`src/rtl/tcw_pkg.sv`:
```
`default_nettype none
// ----------------------------------------------------------------------------
// tcw_pkg: shared definitions for the text console writer
// Character codes, reset values, field widths, mode codes and the control
// group passed from the cursor unit to the screen store.
// ----------------------------------------------------------------------------
package tcw_pkg;

    // default screen geometry
    localparam int COLUMNS_DEF = 80;
    localparam int ROWS_DEF    = 25;

    // character codes
    localparam logic [7:0] CH_NEWLINE         = 8'h0A;
    localparam logic [7:0] CH_BACKSPACE       = 8'h08;
    localparam logic [7:0] CH_FIRST_PRINTABLE = 8'h20;

    // attribute register reset value
    localparam logic [7:0] ATTR_RESET = 8'h07;

    // item field widths
    localparam int MODE_W   = 2;
    localparam int CODE_W   = 8;
    localparam int RROW_W   = 5;
    localparam int RCOL_W   = 7;
    localparam int OCOL_W   = 7;
    localparam int OROW_W   = 5;
    localparam int OLOC_W   = 11;
    localparam int IN_DW    = 24;
    localparam int OUT_DW   = 40;

    // item modes; the fourth code is unused and changes nothing
    typedef enum logic [MODE_W-1:0] {
        MODE_PUT   = 2'd0,
        MODE_READ  = 2'd1,
        MODE_CLEAR = 2'd2
    } t_mode;

    // sequencer states
    typedef enum logic {
        ST_IDLE = 1'b0,
        ST_READ = 1'b1
    } t_state;

    // cursor unit control toward the store and the output stage
    typedef struct packed {
        logic cell_we;
        logic fill_we;
        logic scrolled;
    } t_cur_ctl;

endpackage
`default_nettype wire

```
`src/rtl/tcw_cursor.sv`:
```
`default_nettype none
// ----------------------------------------------------------------------------
// tcw_cursor: cursor, ring top pointer and fill count of the cursor row
// Applies a put or a clear and issues the cell and fill writes.
// Cells written in a row always form a prefix from column 0, so the row's
// fill count stands in for per-cell valid bits.
// ----------------------------------------------------------------------------
module tcw_cursor #(
    parameter int COLUMNS = tcw_pkg::COLUMNS_DEF,
    parameter int ROWS    = tcw_pkg::ROWS_DEF,
    localparam int CW     = $clog2(COLUMNS),
    localparam int RW     = $clog2(ROWS),
    localparam int FW     = $clog2(COLUMNS + 1)
) (
    input  wire logic              i_clk,
    input  wire logic              i_rst_n,
    input  wire logic              i_put,
    input  wire logic              i_clear,
    input  wire logic [7:0]        i_code,
    input  wire logic [7:0]        i_attr,
    output logic      [RW-1:0]     o_row,
    output logic      [RW-1:0]     o_top,
    output logic      [FW-1:0]     o_fill,
    output logic      [CW-1:0]     o_nxt_col,
    output logic      [RW-1:0]     o_nxt_row,
    output tcw_pkg::t_cur_ctl      o_ctl,
    output logic      [RW-1:0]     o_wr_row,
    output logic      [CW-1:0]     o_wr_col,
    output logic      [15:0]       o_wr_cell,
    output logic      [FW-1:0]     o_wr_fill
);

    logic [CW-1:0] r_col, n_col;
    logic [RW-1:0] r_row, n_row;
    logic [RW-1:0] r_top, n_top;
    logic [FW-1:0] r_fill, n_fill;
    logic [RW:0]   w_sum;
    logic          w_nl, w_bs, w_print, w_last_col, w_last_row, w_adv;
    logic [FW-1:0] w_fill_upd;

    // physical row of the cursor row
    assign w_sum    = {1'b0, r_top} + {1'b0, r_row};
    assign o_wr_row = (w_sum >= (RW+1)'(ROWS)) ? RW'(w_sum - (RW+1)'(ROWS)) : RW'(w_sum);

    // character class
    assign w_nl    = (i_code == tcw_pkg::CH_NEWLINE);
    assign w_bs    = (i_code == tcw_pkg::CH_BACKSPACE);
    assign w_print = (i_code >= tcw_pkg::CH_FIRST_PRINTABLE);

    assign w_last_col = (r_col == CW'(COLUMNS - 1));
    assign w_last_row = (r_row == RW'(ROWS - 1));
    assign w_adv      = w_nl || (w_print && w_last_col);

    // printing at the end of the prefix grows it
    assign w_fill_upd = (w_print && (FW'(r_col) == r_fill)) ? r_fill + FW'(1) : r_fill;

    // next cursor state
    always_comb begin
        n_col = r_col;
        n_row = r_row;
        n_top = r_top;
        n_fill = r_fill;
        if (i_clear) begin
            n_col  = '0;
            n_row  = '0;
            n_top  = '0;
            n_fill = '0;
        end else if (i_put) begin
            if (w_nl) begin
                n_col = '0;
            end else if (w_bs) begin
                if (r_col != '0) begin
                    n_col = r_col - CW'(1);
                end
            end else if (w_print) begin
                n_col = w_last_col ? '0 : r_col + CW'(1);
            end
            if (w_adv) begin
                // the row entered is always blank
                n_fill = '0;
                if (w_last_row) begin
                    n_top = (r_top == RW'(ROWS - 1)) ? '0 : r_top + RW'(1);
                end else begin
                    n_row = r_row + RW'(1);
                end
            end else begin
                n_fill = w_fill_upd;
            end
        end
    end

    // cursor registers
    always_ff @(posedge i_clk) begin
        if (!i_rst_n) begin
            r_col  <= '0;
            r_row  <= '0;
            r_top  <= '0;
            r_fill <= '0;
        end else begin
            r_col  <= n_col;
            r_row  <= n_row;
            r_top  <= n_top;
            r_fill <= n_fill;
        end
    end

    // store writes: the fill of the row is saved on every put
    assign o_ctl.cell_we  = i_put && w_print;
    assign o_ctl.fill_we  = i_put;
    assign o_ctl.scrolled = i_put && w_adv && w_last_row;
    assign o_wr_col       = r_col;
    assign o_wr_cell      = {i_attr, i_code};
    assign o_wr_fill      = w_fill_upd;

    assign o_row     = r_row;
    assign o_top     = r_top;
    assign o_fill    = r_fill;
    assign o_nxt_col = n_col;
    assign o_nxt_row = n_row;

    // cursor stays on screen and never runs past the written prefix
    a_col_range: assert property (@(posedge i_clk) disable iff (!i_rst_n)
        32'(r_col) < COLUMNS) else $error("cursor column out of range");
    a_row_range: assert property (@(posedge i_clk) disable iff (!i_rst_n)
        32'(r_row) < ROWS && 32'(r_top) < ROWS) else $error("row or top out of range");
    a_fill_covers: assert property (@(posedge i_clk) disable iff (!i_rst_n)
        FW'(r_col) <= r_fill) else $error("cursor past written prefix");
    a_scroll_bottom: assert property (@(posedge i_clk) disable iff (!i_rst_n)
        o_ctl.scrolled |=> (r_row == RW'(ROWS - 1)) && (r_fill == '0))
        else $error("scroll did not land on blank bottom row");

endmodule
`default_nettype wire

```
`config.mk`:
```
export PLATFORM = sky130hd
export DESIGN_NAME = tcw_cursor
export DESIGN_NICKNAME = d
export VERILOG_FILES = /design/src/rtl/tcw_pkg.sv /design/src/rtl/tcw_cursor.sv
export SDC_FILE = /design/constraint.sdc
export NUM_CORES = 1
export LEC_CHECK = 0
export BUFFER_PORTS_ARGS = -buffer_cell sky130_fd_sc_hd__buf_2
export CORE_ASPECT_RATIO = 1.4
export CORE_MARGIN = 3
export CORE_UTILIZATION = 50
export DETAILED_ROUTE_END_ITERATION = 8
export PLACE_DENSITY_LB_ADDON = 0.15
export SYNTH_ARGS = -nofsm -noshare
export SYNTH_HDL_FRONTEND = slang
export SYNTH_SLANG_ARGS = --single-unit
```
`constraint.sdc`:
```
create_clock -name i_clk -period 3.2 [get_ports i_clk]
set_clock_uncertainty 0.15 [all_clocks]
set_input_delay 0.16 -clock i_clk [delete_from_list [all_inputs] [get_ports i_clk]]
set_output_delay 0.16 -clock i_clk [all_outputs]
set_load 0.005 [all_outputs]
```
* Word-level counts from Yosys, hierarchy flattened *
Cells that the tools add are included.

storage, ports and cells
  bits in registers = 24
  bits of input ports = 20
  output and inout port bits = 67
  word-level logic and storage cells = 44

cells by class
  $lt $le $gt $ge = 2
  equal/unequal tests = 6
  reductions and logical operators = 9
  add/sub/neg operators = 7
  bitwise logic cells = 1
  mux-type cells = 15

operators with widths
  kind                                                               number
  2-to-1 mux 7 bit                                                   9
  2-to-1 mux 5 bit                                                   6
  == test 8 x 4 -> 1 bit, second input constant                      2
  adder 7 x 1 -> 7 bit, second input constant                        2
  adder 5 x 1 -> 5 bit, second input constant                        2
  == test 5 bit, second input constant                               2
  greater-or-equal comparator 8 x 6 -> 1 bit, second input constant  1
  == test 7 bit                                                      1
  == test 7 bit, second input constant                               1
  nonzero test 7 bit                                                 1
  subtractor 7 x 1 -> 7 bit, second input constant                   1
  adder 5 x 5 -> 6 bit                                               1
  greater-or-equal comparator 6 x 5 -> 1 bit, second input constant  1
  logical AND 1 bit                                                  5
  subtractor 5 bit, second input constant                            1
  AND reduction 3 bit                                                1
  OR reduction 2 bit                                                 1
  logical OR 1 bit                                                   1
  inverter 1 bit                                                     1

* Longest topological paths before layout *
Gate-level depths: netlist of the first run.

  depth after elaboration = 7
  depth in mapped cells = 8
  mapped depth without buffers = 8

* Least setup slack after synthesis of the first run *
No wires, ideal clock.

  path kind = register to output
  start = reg r_top[0], in the netlist o_top[0]
  end = out o_wr_row[2]
  required time = 2890 ps
  arrival = 2181 ps
  path buffers = 0
  setup slack = 709 ps
  stages on the path, launching flop included = 9
  path through = dfxtp_1 -> ha_1 -> inv_1 -> fa_1 -> ha_1 -> inv_1 -> or3_1 -> o32ai_1 -> xnor2_1

on the way
  word-level cells in the longest chain between the ends = 3
  elaborated cells between the ends (all ways) = 4
  those cells by class = 2 x add/sub; 1 x order compare; 1 x mux

RTL lines
  element                                                                         RTL line           RTL
  start: declaration                                                              tcw_cursor.sv:35   logic [RW-1:0] r_top, n_top;
  start signal: assignment                                                        tcw_cursor.sv:102  r_top <= n_top;
  adder 5 x 5 -> 6 bit *                                                          tcw_cursor.sv:42   assign w_sum = {1'b0, r_top} + {1'b0, r_row};
  subtractor 5 bit or greater-or-equal comparator 6 x 5 -> 1 bit (tied branches)  tcw_cursor.sv:43   assign o_wr_row = (w_sum >= (RW+1)'(ROWS)) ? RW'(w_sum - (RW+1)'(ROWS)) : RW'(w_sum);
  2-to-1 mux 5 bit *                                                              tcw_cursor.sv:43
  end: declaration                                                                tcw_cursor.sv:27   output logic [RW-1:0] o_wr_row,

Mark *: on every way between the ends. The rest lies on a longest branch, timed or not.

* Final worst setup path of the first run *
Ends and elaborated chain as after synthesis.

==> results.toml, run 1 <==
[clocking]
cts_made_buffers = 3
clock_sinks = 24
clockRootBuffer = "clkbuf_8"
htreeDepth = 1
cts_buffer_depth = 2
clock_latency_ns = 0.27
clkTransAtPathRegs_ns = 0.09
cts_tree = "done"
cts_setup_buffers = 0

[sta]
post-route-period-util_pct = 94.41
rsz0062_at_grt = "false"
setup_tns_ns = 0
worstMarginPinSlew_ns = 0.6437
slew_headroom_pct = 57.09
setup_viol_count_final = 0
finalHoldViolations = 0
finalCriticalPeriod_ns = 3.021
fmax_ghz = 0.3310
whs_ns = 0.1700
slew_violations = 0

[power_and_ir_drop]
p_leak_nw = 1.316
internal-power_w = 0.0005053
p_switching_w = 0.0001711
powerDensity_mw_per_mm2 = 251.8
clockPowerShare_pct = 40.3
p_total_w = 0.0006764
ir_worst_vdd_uv = 211.6
p_sw_share_pct = 25.30
comb_power_share_pct = 14.4
power_frac_seq_pct = 45.3

[setup_path]
cp.required_ns = 2.89
r2r_cells = 7
crit_start = "o_top[0]"
cp-end-kind = "output pin"
critPathLaunchType = "register"
cp_max_fo = 7
rrSetupSlack_ns = 0.81
crit_type = "reg2out"
timing.rr.start = "o_wr_col[1]"
r2r_end = "o_top[2]"
arrival_ns = 2.71

[synth]
synth_edf_count = 0
syn-num-nets = 345
synthDistinctLibCells = 63
ys.flop_type = "dfxtp_1"
ys_warn_count = 0
syn_area_sq_mm = 0.002385
ys_seq_area_share_pct = 20.15
yosysTopAreaCell = "dfxtp_1"
syn_inst = 309
ys_async_sr_fraction_pct = 0
synth_most_common_cell = "nor2_1"
synth-seq-cells = 24
synth.top_cells.by_area = "dfxtp_1, ha_1, buf_4"
syn_area_per_cell_sq_um = 7.718
synth_commonest_cells = "nor2_1, dfxtp_1, nand2_1"
netlist.area_leader.share_pct = 20.15

[route]
drt_drc_violations_left = 0
viasPerCell = 5.742
drtPass1Iterations = 4
dr_total_vias = 2377
wl_um = 5993
drt-initial-drc-count = 75
ant_nets = 0
routedWlPerCell_um = 14.48

[place]
port_buffers = 70
dpl.hpwl_um = 4606
gp_congestion = 0.8212
placed_area_sq_mm = 0.002604

[grt]
grt_first_pass_wirelength_um = 10350
grt_usage_pct = 22.20
grt_max_degree = 22
grt_pass1_vias = 2321
grt_remaining_overflow = 0
antenna_found_initial = 0

[finish]
final_util_pct = 58.76
n_antenna_cell = 0
nFillCells = 459
final_area_sq_mm = 0.002686
syn_to_final_growth_pct = 12.64
fin_nets = 389
drive_above_1_share_pct = 24.72

[die]
row_count = 29
core_sq_mm = 0.004572
dieHeight_um = 87.72
start_util_pct = 52.16
die-area_sq_mm = 0.005646
ios = 87
die_w_um = 64.37

[hold_path]
min_from = "i_attr[2]"
holdPathStages = 0
holdPathEnd = "o_wr_cell[10]"
hold_path.class = "in2out"

[flow_run]
maxCapViolCount = 0

[outcome]
status = "completed"
-- worst max path at each step --
stage               slack [ns]  cells after the start           to
global placement          0.54                      9  o_wr_row[2]
finish                    0.18                      9  o_wr_row[2]
CTS                       0.11                      9  o_wr_row[2]
floorplan                 0.71                      8  o_wr_row[2]
detailed placement        0.41                      9  o_wr_row[2]
global route              0.05                      9  o_wr_row[2]
-- per-layer routing --
layer / track usage (%) / up-vias / wire length (um)
li1: - / 1178 / -
met1: 25.37 / 1118 / 2446
met2: 42.11 / 73 / 3145
met3: 2.953 / 8 / 324
met4: 7.308 / 0 / 76
met5: 0 / - / 0
-- metrics by stage --
stage	std cells	setup WS [ns]
CTS	414	0.1057
floorplan	309	0.7094
detailed placement	409	0.4103
global placement	409	0.5422
global route	414	0.04694
finish	414	0.1790
-- worst max-delay path, stage by stage, from the launching register on --
cell and delay (ns):
dfxtp_2 0.40, ha_1 0.18, inv_1 0.05, fa_1 0.58
ha_1 0.19, inv_1 0.05, or3_1 0.37, o32ai_1 0.32
xnor2_1 0.16, buf_2 0.13
-- kinds of logic (layout without fill, tap and decap cells) --
kind of cell	count (synthesis)	in the layout	share of synthesized area, %
and+or+nand+nor	115	115	26.39
muxes	4	4	1.731
xor gates and xnor gates	24	24	8.814
AOI/OAI and AO/OA	73	73	21.83
buffers and inverters	53	96	12.38
DFF	24	24	20.15
adders and majority gates	16	16	8.709
-- timing repair --
action                                  CTS  global route
hold endpoints to repair                  2             0
resized for setup                         0             1
endpoints found under the setup margin    0             1
hold buffers                              1             0
-- registers in the layout, indices dropped and copies added, names as in the netlist --
name,flops
o_fill,7
o_wr_col,7
o_row,5
o_top,5
-- cell usage in the layout (no fill, tap or decap), types with 3 or more instances in the layout --
cell	synthesis	layout
a21o_1	3	3
nor2b_1	4	4
o21ai_0	10	10
nand2b_1	3	3
nand4_1	5	5
buf_2	5	70
a31oi_1	8	8
o211ai_1	3	3
nand2_1	20	20
dfxtp_1	24	23
or4_1	3	3
a21oi_1	16	16
nand3_1	10	10
xnor2_1	11	11
mux2i_1	3	3
xor2_1	13	13
o31ai_1	3	3
ha_1	15	15
and2_1	7	7
and3_1	5	5
or3_1	6	6
nor2_1	31	31
inv_1	18	18
clkbuf_8	0	3
nor3_1	3	3
-- power groups by stage --
stage | Sequential, W | Clock [W] | Combinational (W)
finish | 0.000306 | 0.000273 | 0.0000972
global route | 0.000307 | 0.000290 | 0.000110
detailed placement | 0.000313 | 0 | 0.0000966
CTS | 0.000306 | 0.000279 | 0.0000981
global placement | 0.000313 | 0 | 0.0000960
floorplan | 0.000310 | 0 | 0.0000800
-- cell type report --
class	count	area (sq um)	area share, %
Clock buffer	3	41.29	1.537
Multi-Input combinational cell	232	1609	59.90
Clock inverter	1	30.03	1.118
Inverter	19	71.32	2.655
Timing Repair Buffer	73	375.4	13.97
Tap cell	62	77.57	2.888
Sequential cell	24	481.7	17.93
(Power assumes the default switching activity.)
==> run 2, diff against run 1 <==
Settings changed: CORE_ASPECT_RATIO 1.4 to default.
==> results.toml, run 2 (same netlist as run 1, synthesis figures left out) <==
[sta]
worstMarginPinSlew_ns = 0.6742
slew_violations = 0
setup_tns_ns = 0
setup_viol_count_final = 0
post-route-period-util_pct = 90.91
finalWorstSetupSlack_ns = 0.2908
fmax_ghz = 0.3437
finalHoldViolations = 0
finalCriticalPeriod_ns = 2.909
rsz0062_at_grt = "false"
slew_headroom_pct = 55.05

[power_and_ir_drop]
p_total_w = 0.0006802
p_leak_nw = 1.317
ir_worst_vdd_uv = 169.5
powerDensity_mw_per_mm2 = 253.7

[finish]
syn_to_final_growth_pct = 12.43
n_antenna_cell = 0
fin_nets = 389
nFillCells = 444
seqCellArea_sq_um = 481.7
layout_common_cells = "buf_2, nor2_1, dfxtp_1, nand2_1, inv_1"
final_common_cell = "buf_2"
multi_input_area_sq_mm = 0.001617
drive_above_1_share_pct = 25.00

[route]
viasPerCell = 5.859
ant_nets = 0
drtPass1Iterations = 4
dr_total_vias = 2367
drt-initial-drc-count = 90
drt_drc_violations_left = 0
routedWlPerCell_um = 15.22
wl_um = 6147

[setup_path]
arrival_ns = 2.60
critPathLaunchType = "register"
cp.required_ns = 2.89
crit_type = "reg2out"
cp-end-kind = "output pin"
cp_max_fo = 7

[place]
place_ws_ns = 0.4625
gp_congestion = 0.8927
dpl.hpwl_um = 4590
port_buffers = 70

[grt]
grt_first_pass_wirelength_um = 9832
antenna_found_initial = 0
grt_usage_pct = 21.75
grt_max_degree = 22
grt_remaining_overflow = 0
grt_pass1_vias = 2044

[clocking]
htreeDepth = 1
cts_made_buffers = 3
clkTransAtPathRegs_ns = 0.10
cts_tree = "done"
clockRootBuffer = "clkbuf_8"
clock_latency_ns = 0.28
cts_buffer_depth = 2
clock_sinks = 24

[die]
dieHeight_um = 75.06
core_sq_mm = 0.004474
die_w_um = 75.06
start_util_pct = 53.30
ios = 87
row_count = 24
die-area_sq_mm = 0.005634

[outcome]
status = "completed"

[flow_run]
maxCapViolCount = 0

[hold_path]
hold_path.class = "in2out"
[run 2: repair_timing]
item,4_1_cts,5_1_grt
setup buffers,0,0
hold buffers,1,0
resized for setup,0,2
hold endpoints to repair,1,0
setup endpoints to repair,0,1
[run 2: stage by stage]
step / cell area [sq um] / util, % / cells / hold slack (ns)
floorplan: 2385 / - / 309 / 0.1317
detailed placement: 2591 / 57.91 / 399 / 0.1700
CTS: 2673 / 59.73 / 404 / 0.1700
global route: 2681 / 59.93 / 404 / 0.1700
finish: 2681 / 59.93 / 404 / 0.1700
global placement: 2591 / 57.91 / 399 / 0.1700
[run 2: worst max-delay path, cell delays in order, from the launching register on]
cell and delay, ns:
dfxtp_2 0.40, ha_1 0.19, inv_1 0.05, fa_1 0.57, ha_1 0.20, inv_1 0.06, or3_1 0.38, o32ai_2 0.23
xnor2_1 0.14, buf_2 0.12
[run 2: where the power goes]
part,leakage [nW],switching [W],total (W),internal (W)
clock network,0.0357,0.000107,0.000275,0.000167
registers,0.194,0.00000583,0.000307,0.000301
logic,1.09,0.0000615,0.0000989,0.0000374
[run 2: path summary, 6_finish.rpt]
path	cells after the start	slack, ns	start	end
worst max-delay path	9	0.29	o_top[0]	o_wr_row[2]
worst min-delay path	0	0.17	i_attr[4]	o_wr_cell[12]
worst min register to register	2	0.36	o_top[0]	o_top[0]
worst max register to register	7	0.76	o_wr_col[0]	o_top[2]
[run 2: per-layer routing]
layer	vias to the layer above	track usage, %	wire (um)
li1	1183	-	-
met1	1125	30.35	2876
met2	57	35.78	2949
met3	2	3.471	308
met4	0	3.755	12
met5	-	0	0
[run 2: area by class of cell]
type,instances,area share [%]
Tap cell,52,2.427
Clock inverter,1,1.120
Clock buffer,3,1.540
Timing Repair Buffer,73,14.00
Multi-Input combinational cell,232,60.29
Sequential cell,24,17.97
Inverter,19,2.660
==> run 3, diff against run 2 <==
Settings changed: ABC_CLOCK_PERIOD_IN_PS from default to 2500, CORE_UTILIZATION 50 to 46.
Clock period 3.2 ns to 2.5 ns, I/O delays scaled along.
==> results.toml, run 3 (same netlist as run 1, synthesis figures left out) <==
[outcome]
status = "complete, but fails checks"
violations = "negative setup slack"

[setup_path]
arrival_ns = 2.50
rrSetupSlack_ns = 0.28
cp.required_ns = 2.23
r2r_cells = 6
r2r_end = "o_top[2]"
cp_max_fo = 2
cp-end-kind = "output pin"
timing.rr.start = "o_wr_col[4]"
critPathLaunchType = "register"
crit_type = "reg2out"

[sta]
finalHoldViolations = 0
slew_headroom_pct = 59.18
finalCriticalPeriod_ns = 2.780
fmax_ghz = 0.3597
worstMarginPinSlew_ns = 0.6122
rsz0062_at_grt = "true"
setup_viol_count_final = 4
finalWorstSetupSlack_ns = -0.2797
slew_violations = 0
whs_ns = 0.04573
post-route-period-util_pct = 111.2

[finish]
final_util_pct = 64.38
syn_to_final_growth_pct = 31.74
fin_nets = 423
instances_no_fill = 453
layout_common_cells = "buf_2, buf_4, nor2_1, nand2_1, inv_1"
final_common_cell = "buf_2"
drive_above_1_share_pct = 39.38
final_area_sq_mm = 0.003142
nFillCells = 441
n_antenna_cell = 0

[place]
dpl.hpwl_um = 4956
port_buffers = 70
gp_congestion = 0.8717
place_inst = 434
place_ws_ns = 0.02676
placed_area_sq_mm = 0.002760

[power_and_ir_drop]
p_switching_w = 0.0002236
internal-power_w = 0.0006591
ir_worst_vdd_uv = 289.9
powerDensity_mw_per_mm2 = 281.0
power_frac_seq_pct = 43.5
comb_power_share_pct = 17.5
p_sw_share_pct = 25.34
p_leak_nw = 1.536
clockPowerShare_pct = 39.0

[clocking]
clock_sinks = 24
cts_made_buffers = 3
clkTransAtPathRegs_ns = 0.09
clockRootBuffer = "clkbuf_8"
cts_buffer_depth = 2
cts_tree = "done"
htreeDepth = 1
clock_latency_ns = 0.27

[route]
drt_drc_violations_left = 0
wl_met1_um = 2981
wl_um = 6880
drt-initial-drc-count = 124
ant_nets = 0
routedWlPerCell_um = 15.19
dr_total_vias = 2583
top_layer = "met4"
dr_wl_met2_um = 3381
viasPerCell = 5.702
met3_length_um = 479
drtPass1Iterations = 4

[hold_path]
holdPathEnd = "o_fill[0]"
hold_path.class = "in2reg"
holdPathStages = 3
min_from = "i_put"

[grt]
grt_pass1_vias = 2343
grt_max_degree = 18
grt_usage_pct = 22.07
grt_first_pass_wirelength_um = 11180
grt_remaining_overflow = 0
antenna_found_initial = 0

[die]
die_w_um = 78
row_count = 25
dieHeight_um = 78
die-area_sq_mm = 0.006084
core_sq_mm = 0.004880
ios = 87
start_util_pct = 48.87

[flow_run]
maxCapViolCount = 0
## run 3: worst max path at each step
stage	start	end	slack, ns	cells past startpoint
floorplan	o_top[0]	o_wr_row[2]	0.04	8
global placement	o_row[1]	o_wr_row[2]	0.08	8
detailed placement	o_row[1]	o_wr_row[2]	0.03	8
CTS	o_row[0]	o_wr_row[2]	-0.20	9
global route	o_top[0]	o_wr_row[2]	-0.37	9
finish	o_top[0]	o_wr_row[2]	-0.28	9
## run 3: power groups by stage
stage	Clock [W]	Combinational (W)	Sequential (W)
6_report	0.000344	0.000154	0.000384
5_1_grt	0.000375	0.000170	0.000385
4_1_cts	0.000353	0.000142	0.000389
3_5_place_dp	0	0.000136	0.000398
3_3_place_gp	0	0.000135	0.000398
2_1_floorplan	0	0.000102	0.000397
## run 3: critical path: stages, from the launching register on
cell	delay, ns
dfxtp_2	0.36
ha_4	0.14
inv_2	0.04
fa_2	0.57
ha_4	0.14
inv_2	0.04
or3_4	0.35
o32ai_2	0.29
xnor2_1	0.17
buf_2	0.14
## run 3: metal layers
| layer | up-vias | global-route usage (%) |
|---|---|---|
| li1 | 1247 | - |
| met1 | 1240 | 28.81 |
| met2 | 89 | 38.53 |
| met3 | 7 | 3.596 |
| met4 | 0 | 3.846 |
| met5 | - | 0 |
## run 3: layout make-up
type	instances	area, sq um	share of cell area [%]
multi-input combinational	232	1753	55.79
timing repair buffer	107	655.6	20.87
sequential	24	506.7	16.13
tap	67	83.83	2.668
inverter	19	71.32	2.270
clock buffer	3	41.29	1.314
clock inverter	1	30.03	0.9558
## run 3: what timing repair did
action | in CTS | in global routing
hold buffers | 1 | 0
gates resized for setup | 29 | 22
buffers inserted | 4 | 10
setup endpoints to repair | 14 | 20
pin swaps | 4 | 13
hold endpoints to repair | 2 | 0
## run 3: per-stage QoR
step | total power, W | TNS (ns)
global route | 0.0009295 | -1.217
global placement | 0.0005334 | 0
finish | 0.0008827 | -0.7028
CTS | 0.0008845 | -0.4163
detailed placement | 0.0005345 | 0
floorplan | 0.0004998 | 0
